[src/hw/rtl/pss_pkg.sv]
// shared types and constants for the point sorter
package pss_pkg;

    // capacity of one point set
    localparam int MAX_POINTS = 64;
    localparam int ADDR_W     = $clog2(MAX_POINTS);
    localparam int CNT_W      = $clog2(MAX_POINTS + 1);

    // field widths
    localparam int X_W      = 12;
    localparam int Y_W      = 12;
    localparam int VALUE_W  = 16;
    localparam int TDATA_W  = 40;

    // one stored point
    typedef struct packed {
        logic [VALUE_W-1:0] value;
        logic [Y_W-1:0]     y;
        logic [X_W-1:0]     x;
    } entry_t;

    // sequencer states
    typedef enum logic [2:0] {
        ST_LOAD,
        ST_FETCH,
        ST_LOADI,
        ST_SCAN,
        ST_WRBACK,
        ST_OUT_RD,
        ST_OUT_CAP
    } state_t;

endpackage

[src/hw/rtl/point_sort_by_value.sv]
// point sorter: collects a set of points, sorts by value descending, streams them out
//
// Points arrive one per transaction, one cycle each; the transaction with tlast closes
// the set. Up to 64 points are kept; further points of the set are discarded and every
// result of that set carries tuser = 1. All points sit in one single-port-read memory
// and a sequencer runs an exchange sort over it: for each position i it holds entry i
// in a register, reads entries i+1 .. n-1 one per cycle and swaps through the write
// port whenever a later value is larger, so on equal values the held entry stays.
// The sort runs at one memory read per cycle; output then reads each point, then
// captures it into the output register once that register is free, tlast on the
// final point. A new set is accepted as soon as the final result sits in the output
// register. No input is taken during sort or output.
module point_sort_by_value (
    input  logic                        aclk,
    input  logic                        aresetn,
    // input stream
    input  logic                        s_tvalid,
    output logic                        s_tready,
    input  logic [pss_pkg::TDATA_W-1:0] s_tdata,   // point_x, point_y, point_value
    input  logic                        s_tlast,   // set_last
    // result stream
    output logic                        m_tvalid,
    input  logic                        m_tready,
    output logic [pss_pkg::TDATA_W-1:0] m_tdata,   // out_x, out_y, out_value
    output logic                        m_tlast,   // out_last
    output logic                        m_tuser    // dropped
);

    localparam int AW = pss_pkg::ADDR_W;
    localparam int CW = pss_pkg::CNT_W;

    // point memory
    pss_pkg::entry_t mem [pss_pkg::MAX_POINTS];
    pss_pkg::entry_t rdata_reg;
    logic            mem_we;
    logic [AW-1:0]   mem_waddr;
    pss_pkg::entry_t mem_wdata;
    logic [AW-1:0]   mem_raddr;

    // control state
    pss_pkg::state_t state_reg, state_next;
    logic [CW-1:0]   count_reg, count_next;
    logic            ovf_reg, ovf_next;
    logic [AW-1:0]   i_reg, i_next;
    logic [CW-1:0]   j_reg, j_next;
    logic [AW-1:0]   jc_reg, jc_next;
    logic [AW-1:0]   k_reg, k_next;
    pss_pkg::entry_t cur_reg, cur_next;

    // output register
    logic            m_valid_reg, m_valid_next;
    pss_pkg::entry_t m_data_reg, m_data_next;
    logic            m_last_reg, m_last_next;
    logic            m_drop_reg, m_drop_next;

    // helpers
    logic            in_xfer;
    logic            room;
    logic [CW-1:0]   count_after;
    logic [CW-1:0]   i_ext;
    logic [CW-1:0]   k_ext;
    logic            out_last;
    logic            out_free;
    pss_pkg::entry_t in_entry;

    assign in_xfer     = s_tvalid && s_tready;
    assign room        = count_reg < CW'(pss_pkg::MAX_POINTS);
    assign count_after = count_reg + CW'(room);
    assign i_ext       = CW'(i_reg);
    assign k_ext       = CW'(k_reg);
    assign out_last    = (k_ext + CW'(1)) == count_reg;
    assign out_free    = !m_valid_reg || m_tready;

    assign in_entry.x     = s_tdata[pss_pkg::X_W-1:0];
    assign in_entry.y     = s_tdata[pss_pkg::X_W+pss_pkg::Y_W-1:pss_pkg::X_W];
    assign in_entry.value = s_tdata[pss_pkg::TDATA_W-1:pss_pkg::X_W+pss_pkg::Y_W];

    assign m_tvalid = m_valid_reg;
    assign m_tdata  = {m_data_reg.value, m_data_reg.y, m_data_reg.x};
    assign m_tlast  = m_last_reg;
    assign m_tuser  = m_drop_reg;

    // memory write and registered read
    always_ff @(posedge aclk) begin
        if (mem_we) begin
            mem[mem_waddr] <= mem_wdata;
        end
        rdata_reg <= mem[mem_raddr];
    end

    // next state
    always_comb begin
        state_next = state_reg;
        unique case (state_reg)
            pss_pkg::ST_LOAD: begin
                if (in_xfer && s_tlast) begin
                    state_next = (count_after > CW'(1)) ? pss_pkg::ST_FETCH
                                                        : pss_pkg::ST_OUT_RD;
                end
            end
            pss_pkg::ST_FETCH:  state_next = pss_pkg::ST_LOADI;
            pss_pkg::ST_LOADI:  state_next = pss_pkg::ST_SCAN;
            pss_pkg::ST_SCAN: begin
                if (j_reg >= count_reg) begin
                    state_next = pss_pkg::ST_WRBACK;
                end
            end
            pss_pkg::ST_WRBACK: begin
                state_next = ((i_ext + CW'(2)) < count_reg) ? pss_pkg::ST_FETCH
                                                            : pss_pkg::ST_OUT_RD;
            end
            pss_pkg::ST_OUT_RD: begin
                if (out_free) begin
                    state_next = pss_pkg::ST_OUT_CAP;
                end
            end
            pss_pkg::ST_OUT_CAP: begin
                state_next = out_last ? pss_pkg::ST_LOAD : pss_pkg::ST_OUT_RD;
            end
            default: state_next = pss_pkg::ST_LOAD;
        endcase
    end

    // datapath and memory control
    always_comb begin
        s_tready     = 1'b0;
        mem_we       = 1'b0;
        mem_waddr    = '0;
        mem_wdata    = cur_reg;
        mem_raddr    = '0;
        count_next   = count_reg;
        ovf_next     = ovf_reg;
        i_next       = i_reg;
        j_next       = j_reg;
        jc_next      = jc_reg;
        k_next       = k_reg;
        cur_next     = cur_reg;
        m_valid_next = m_valid_reg;
        m_data_next  = m_data_reg;
        m_last_next  = m_last_reg;
        m_drop_next  = m_drop_reg;

        // output register drains independently
        if (m_valid_reg && m_tready) begin
            m_valid_next = 1'b0;
        end

        unique case (state_reg)
            pss_pkg::ST_LOAD: begin
                s_tready = 1'b1;
                if (in_xfer) begin
                    if (room) begin
                        mem_we     = 1'b1;
                        mem_waddr  = count_reg[AW-1:0];
                        mem_wdata  = in_entry;
                        count_next = count_after;
                    end else begin
                        ovf_next = 1'b1;
                    end
                    if (s_tlast) begin
                        i_next = '0;
                        k_next = '0;
                    end
                end
            end
            // read entry i
            pss_pkg::ST_FETCH: begin
                mem_raddr = i_reg;
                j_next    = i_ext + CW'(1);
            end
            // hold entry i, start reading j = i+1
            pss_pkg::ST_LOADI: begin
                cur_next  = rdata_reg;
                mem_raddr = j_reg[AW-1:0];
                jc_next   = j_reg[AW-1:0];
                j_next    = j_reg + CW'(1);
            end
            // compare entry jc with held entry, swap when larger
            pss_pkg::ST_SCAN: begin
                if (rdata_reg.value > cur_reg.value) begin
                    mem_we    = 1'b1;
                    mem_waddr = jc_reg;
                    mem_wdata = cur_reg;
                    cur_next  = rdata_reg;
                end
                if (j_reg < count_reg) begin
                    mem_raddr = j_reg[AW-1:0];
                    jc_next   = j_reg[AW-1:0];
                    j_next    = j_reg + CW'(1);
                end
            end
            // place the winner at position i
            pss_pkg::ST_WRBACK: begin
                mem_we    = 1'b1;
                mem_waddr = i_reg;
                mem_wdata = cur_reg;
                i_next    = i_reg + AW'(1);
                k_next    = '0;
            end
            pss_pkg::ST_OUT_RD: begin
                mem_raddr = k_reg;
            end
            // load the output register
            pss_pkg::ST_OUT_CAP: begin
                m_valid_next = 1'b1;
                m_data_next  = rdata_reg;
                m_last_next  = out_last;
                m_drop_next  = ovf_reg;
                k_next       = k_reg + AW'(1);
                if (out_last) begin
                    count_next = '0;
                    ovf_next   = 1'b0;
                end
            end
            default: begin
                s_tready = 1'b0;
            end
        endcase
    end

    // control registers
    always_ff @(posedge aclk) begin
        if (!aresetn) begin
            state_reg   <= pss_pkg::ST_LOAD;
            count_reg   <= '0;
            ovf_reg     <= 1'b0;
            m_valid_reg <= 1'b0;
        end else begin
            state_reg   <= state_next;
            count_reg   <= count_next;
            ovf_reg     <= ovf_next;
            m_valid_reg <= m_valid_next;
        end
    end

    // payload and index registers
    always_ff @(posedge aclk) begin
        i_reg      <= i_next;
        j_reg      <= j_next;
        jc_reg     <= jc_next;
        k_reg      <= k_next;
        cur_reg    <= cur_next;
        m_data_reg <= m_data_next;
        m_last_reg <= m_last_next;
        m_drop_reg <= m_drop_next;
    end

`ifndef ASSERT_OFF
    // fill count never passes capacity
    a_count_range: assert property (@(posedge aclk) disable iff (!aresetn)
        count_reg <= CW'(pss_pkg::MAX_POINTS))
        else $error("point count beyond capacity");

    // a point is only dropped once the memory is full
    a_ovf_full: assert property (@(posedge aclk) disable iff (!aresetn)
        ovf_reg |-> count_reg == CW'(pss_pkg::MAX_POINTS))
        else $error("overflow flagged with room left");

    // compared entry always lies inside the set
    a_scan_index: assert property (@(posedge aclk) disable iff (!aresetn)
        (state_reg == pss_pkg::ST_SCAN) |-> (CW'(jc_reg) < count_reg))
        else $error("scan index outside the set");

    // a pending non-final result means the run is still being emitted
    a_run_open: assert property (@(posedge aclk) disable iff (!aresetn)
        (m_tvalid && !m_tlast) |-> (state_reg == pss_pkg::ST_OUT_RD))
        else $error("run left before its final result");
`endif

endmodule
[config.mk]
export PLATFORM = sky130hd
export DESIGN_NAME = point_sort_by_value
export DESIGN_NICKNAME = d
export VERILOG_FILES = /design/src/hw/rtl/pss_pkg.sv /design/src/hw/rtl/point_sort_by_value.sv
export SDC_FILE = /design/constraint.sdc
export NUM_CORES = 2
export LEC_CHECK = 0
export BUFFER_PORTS_ARGS = -buffer_cell sky130_fd_sc_hd__buf_2
export CAP_MARGIN = 25
export CORE_MARGIN = 10
export CORE_UTILIZATION = 68
export CTS_CLUSTER_SIZE = 28
export DETAILED_ROUTE_END_ITERATION = 6
export HOLD_SLACK_MARGIN = 0.15
export PLACE_DENSITY_LB_ADDON = 0.05
export SYNTH_ARGS = -nofsm -noshare
export SYNTH_HDL_FRONTEND = slang
export SYNTH_SLANG_ARGS = --single-unit
[constraint.sdc]
create_clock -name aclk -period 18.26 [get_ports aclk]
set_clock_uncertainty 0.2 [all_clocks]
set_input_delay 0.913 -clock aclk [delete_from_list [all_inputs] [get_ports aclk]]
set_output_delay 0.913 -clock aclk [all_outputs]
set_load 0.005 [all_outputs]
==> key figures <==
Finish
  • Most common cell after layout, fill and taps aside: edfxtp_1
  • Max reg flops: about 2600
  • Syn-to-layout area delta: 11.5%
  • Largest Register: mem
  • Final #Nets: 7685
  • Most frequent cells in the layout: 2667 x edfxtp_1, 1710 x nand2_1, 654 x nand3_1
  • Share of layout cells above drive strength 1: 11.3%

Synth
  • Synth warn: 0
  • Syn avg cell area: 14.6 sq um
  • Register area share after synthesis: approximately three quarters
  • Syn Inst Count: ~7500
  • Netlist cell types: 76
  • Post-Syn Area: 109000 sq um
  • Net count after synthesis: 7533
  • Top FF cell, synth: edfxtp_1
  • #FFs+latches synth: 2719
  • Ys async rst share: 0%
  • Number of synthesized flops with an enable pin: 2667

Routing
  • Vias: 67700
  • Residual DRC: 0
  • Final antenna-violating net count: 0
  • 1st-pass router iterations: 6
  • 1st-iter DRT viols: 10200
  • WL final: 313000 um
  • Vias per cell: 6.85
  • Drt wl/cell: 31.6 um

Global routing
  • First-pass GRT wire length: 447000 um
  • Overflow after GRT: 0
  • Met3 Resource Use GR: 8.71%
  • Grt met1 use: 47.6%
  • Initial antenna violation count: 11
  • Total GRT Usage: 35.1%
  • Met2 usage: 54.5%
  • GR peak layer: met2
  • Largest net degree at the start of global routing: roughly 170
  • Vias in the first global route: 64600

Setup path
  • Max incr delay on CP: between 0.8 and 0.9 ns
  • Critical path type: flip-flop to flip-flop
  • WP data required: 18.84 ns
  • Worst path most repeated cell: buf_4
  • Critical-path top delay cell: buf_4
  • Worst endpoint data arrival time: 7.47 ns
  • Critical Path Source Type: flip-flop
  • Worst Path Max Fanout: 73
  • CP Cell Sequence: inv_1, ha_1, a211oi_2, o2111a_1, a221o_4, buf_4, buf_4, buf_4, mux2i_1, mux2i_1, o2111a_1, a2111oi_0, nor4_2
  • Critical Path End Type: flip-flop

Timing
  • Number of hold violations in the final report: 0
  • Post-layout min period: 6.88 ns
  • Final Cycle Share: 37.7%
  • Setup TNS: 0 ns
  • Max_slew headroom: 22.2%
  • Final Worst Setup Slack: 11.38 ns
  • Max Transition Viols Final: 0
  • Setup violators final: 0
  • Unrepaired setup endpoints after global routing: false
  • Worst-Margin Slew: approximately 1.2 ns
  • Fmax: approximately 150 MHz

Clock network
  • CTS sink cnt: 2719
  • Clock buffer depth: 4
  • CTS buffer count: 286
  • H-tree depth: 5
  • Post CTS Setup Buffer Count: 0
  • Clk_lat worst skew: 0.94 ns
  • CTS tree: done
  • Clock Pin Slew Worst Setup and Hold Paths: 0.06 ns
  • Clock root buffer: clkbuf_16

Die
  • Die W: 420 um
  • Core Footprint: 159000 sq um
  • Die area: about 180000 sq um
  • Die span in y: 420 um
  • Row count: 146
  • Initial Util: 68.5%
  • I/O pin count: 89

Power and ir drop
  • Int Pwr: 12900 uW
  • Gate power share: 32.0%
  • Net Sw Frac: 35.1%
  • Clock Power Share: 27.7%
  • Flop pwr share: 40.3%
  • Switch Pwr: about 7000 uW
  • VDD IR max: 149 uV
  • Leakage Power: 0.0412 uW
  • Pwr per Cell Area: 164 nW/um^2

Place
  • Final estimated routing congestion in global placement: 0.869
  • PortBufs: 88
  • DP Wirelength: ~170000 um
  • Post-Place Setup Slack: between 10 and 15 ns

Run
  • Max cap viols: 0

Worst hold path
  • HP Class: input port to flip-flop

Outcome
  • Status: completed
[through the flow]
step / power, uW / hold slack (ns) / utilization (%) / cells / instance area [sq um]
floorplan: 12100 / 0.204 / - / 7453 / 109000
global placement: 14000 / 0.216 / 70.4 / 9345 / 112000
detailed placement: 14200 / 0.220 / 70.6 / 9363 / 112000
CTS: 19600 / 0.184 / 76.1 / 9856 / 121000
global route: 20500 / 0.166 / 76.4 / 9881 / 121000
finish: 19800 / 0.169 / 76.4 / 9885 / 121000
[cell usage after synthesis (33+ instances only)]
cell,count,area share [%]
a21boi_0,135,0.93
or4_1,40,0.28
and3_1,45,0.26
o32ai_1,39,0.31
ha_1,35,0.40
buf_1,39,0.13
dfxtp_1,52,0.96
nor4_1,67,0.39
nand2_1,1711,5.9
clkbuf_1,179,0.62
a21boi_1,63,0.44
a2111oi_0,33,0.27
nand3_1,654,3.0
edfxtp_1,2667,74
a31oi_1,44,0.25
o21ai_0,112,0.52
o2111a_1,40,0.41
buf_2,199,0.92
inv_1,34,0.12
nor4bb_1,39,0.36
nor2_1,35,0.12
a32oi_1,39,0.31
or3_1,39,0.22
mux2i_1,603,5.6
nor4_2,39,0.45
nor3_1,48,0.22
a21oi_1,95,0.44
nand4_1,89,0.51
[timing repair]
item,CTS,global route
hold buffers,2,0
gates resized for setup,0,0
endpoints found under the hold margin,4,0
setup endpoints to repair,0,0
[worst max-delay path: cells and delay by family (launching register included)]
family | cells | cell delay, ns
DFF | 1 | 0.49
and+or+nand+nor | 1 | 0.06
AOI/OAI and AO/OA | 5 | 2.37
muxes | 2 | 0.38
adders and majority gates | 1 | 0.35
buffers and inverters | 4 | 2.64
[logic make-up after synthesis]
| kind of cell | share of synthesized area, % |
|---|---|
| buf+inv | 2.31 |
| mux | 5.83 |
| simple gates | 12.0 |
| xor+xnor | 0.214 |
| compound gates | 4.60 |
| fa+ha+maj | 0.403 |
| flops | 74.6 |
[metal layers]
| metal | routed length [um] | share of wire, % | up-vias |
|---|---|---|---|
| met4 | 15700 | 5.0 | 4 |
| li1 | - | - | 28400 |
| met2 | 144000 | 46 | 4803 |
| met1 | 111000 | 36 | 33600 |
| met3 | 41900 | 13 | 854 |
| met5 | 25 | 0.0080 | - |
[area by class of cell]
cell class / instances / area [sq um]
flip-flops and latches: 2719 / 81100
fillers: 9326 / 37400
multi-input cells: 4222 / 25800
clock buffers: 401 / 8000
repair buffers: 342 / 2770
well taps: 2072 / 2590
clock inverters: 90 / 726
inverters: 34 / 128
diodes: 5 / 12.5
[worst paths after layout]
| check | startpoint | end | slack, ns | cells past startpoint |
|---|---|---|---|---|
| setup reg to reg | count_reg[4]$_SDFFE_PN0P_ | rdata_reg[8]$_DFF_P_ | 11.38 | 13 |
| setup / recovery | count_reg[4]$_SDFFE_PN0P_ | rdata_reg[8]$_DFF_P_ | 11.38 | 13 |
| hold / removal | s_tdata[11] | mem[21][11]$_DFFE_PP_ | 0.17 | 2 |
| hold reg to reg | rdata_reg[11]$_DFF_P_ | cur_reg[11]$_DFFE_PP_ | 0.23 | 0 |
[power by group through the flow]
stage                     registers, uW  clock network (uW)  logic (uW)
after floorplan                    8050                   0        4090
after global placement             8130                   0        5870
after detailed placement           8140                   0        6060
after CTS                          8010                5520        6110
after global routing               8000                5770        6700
final                              8000                5500        6340
(Power assumes the default switching activity.)
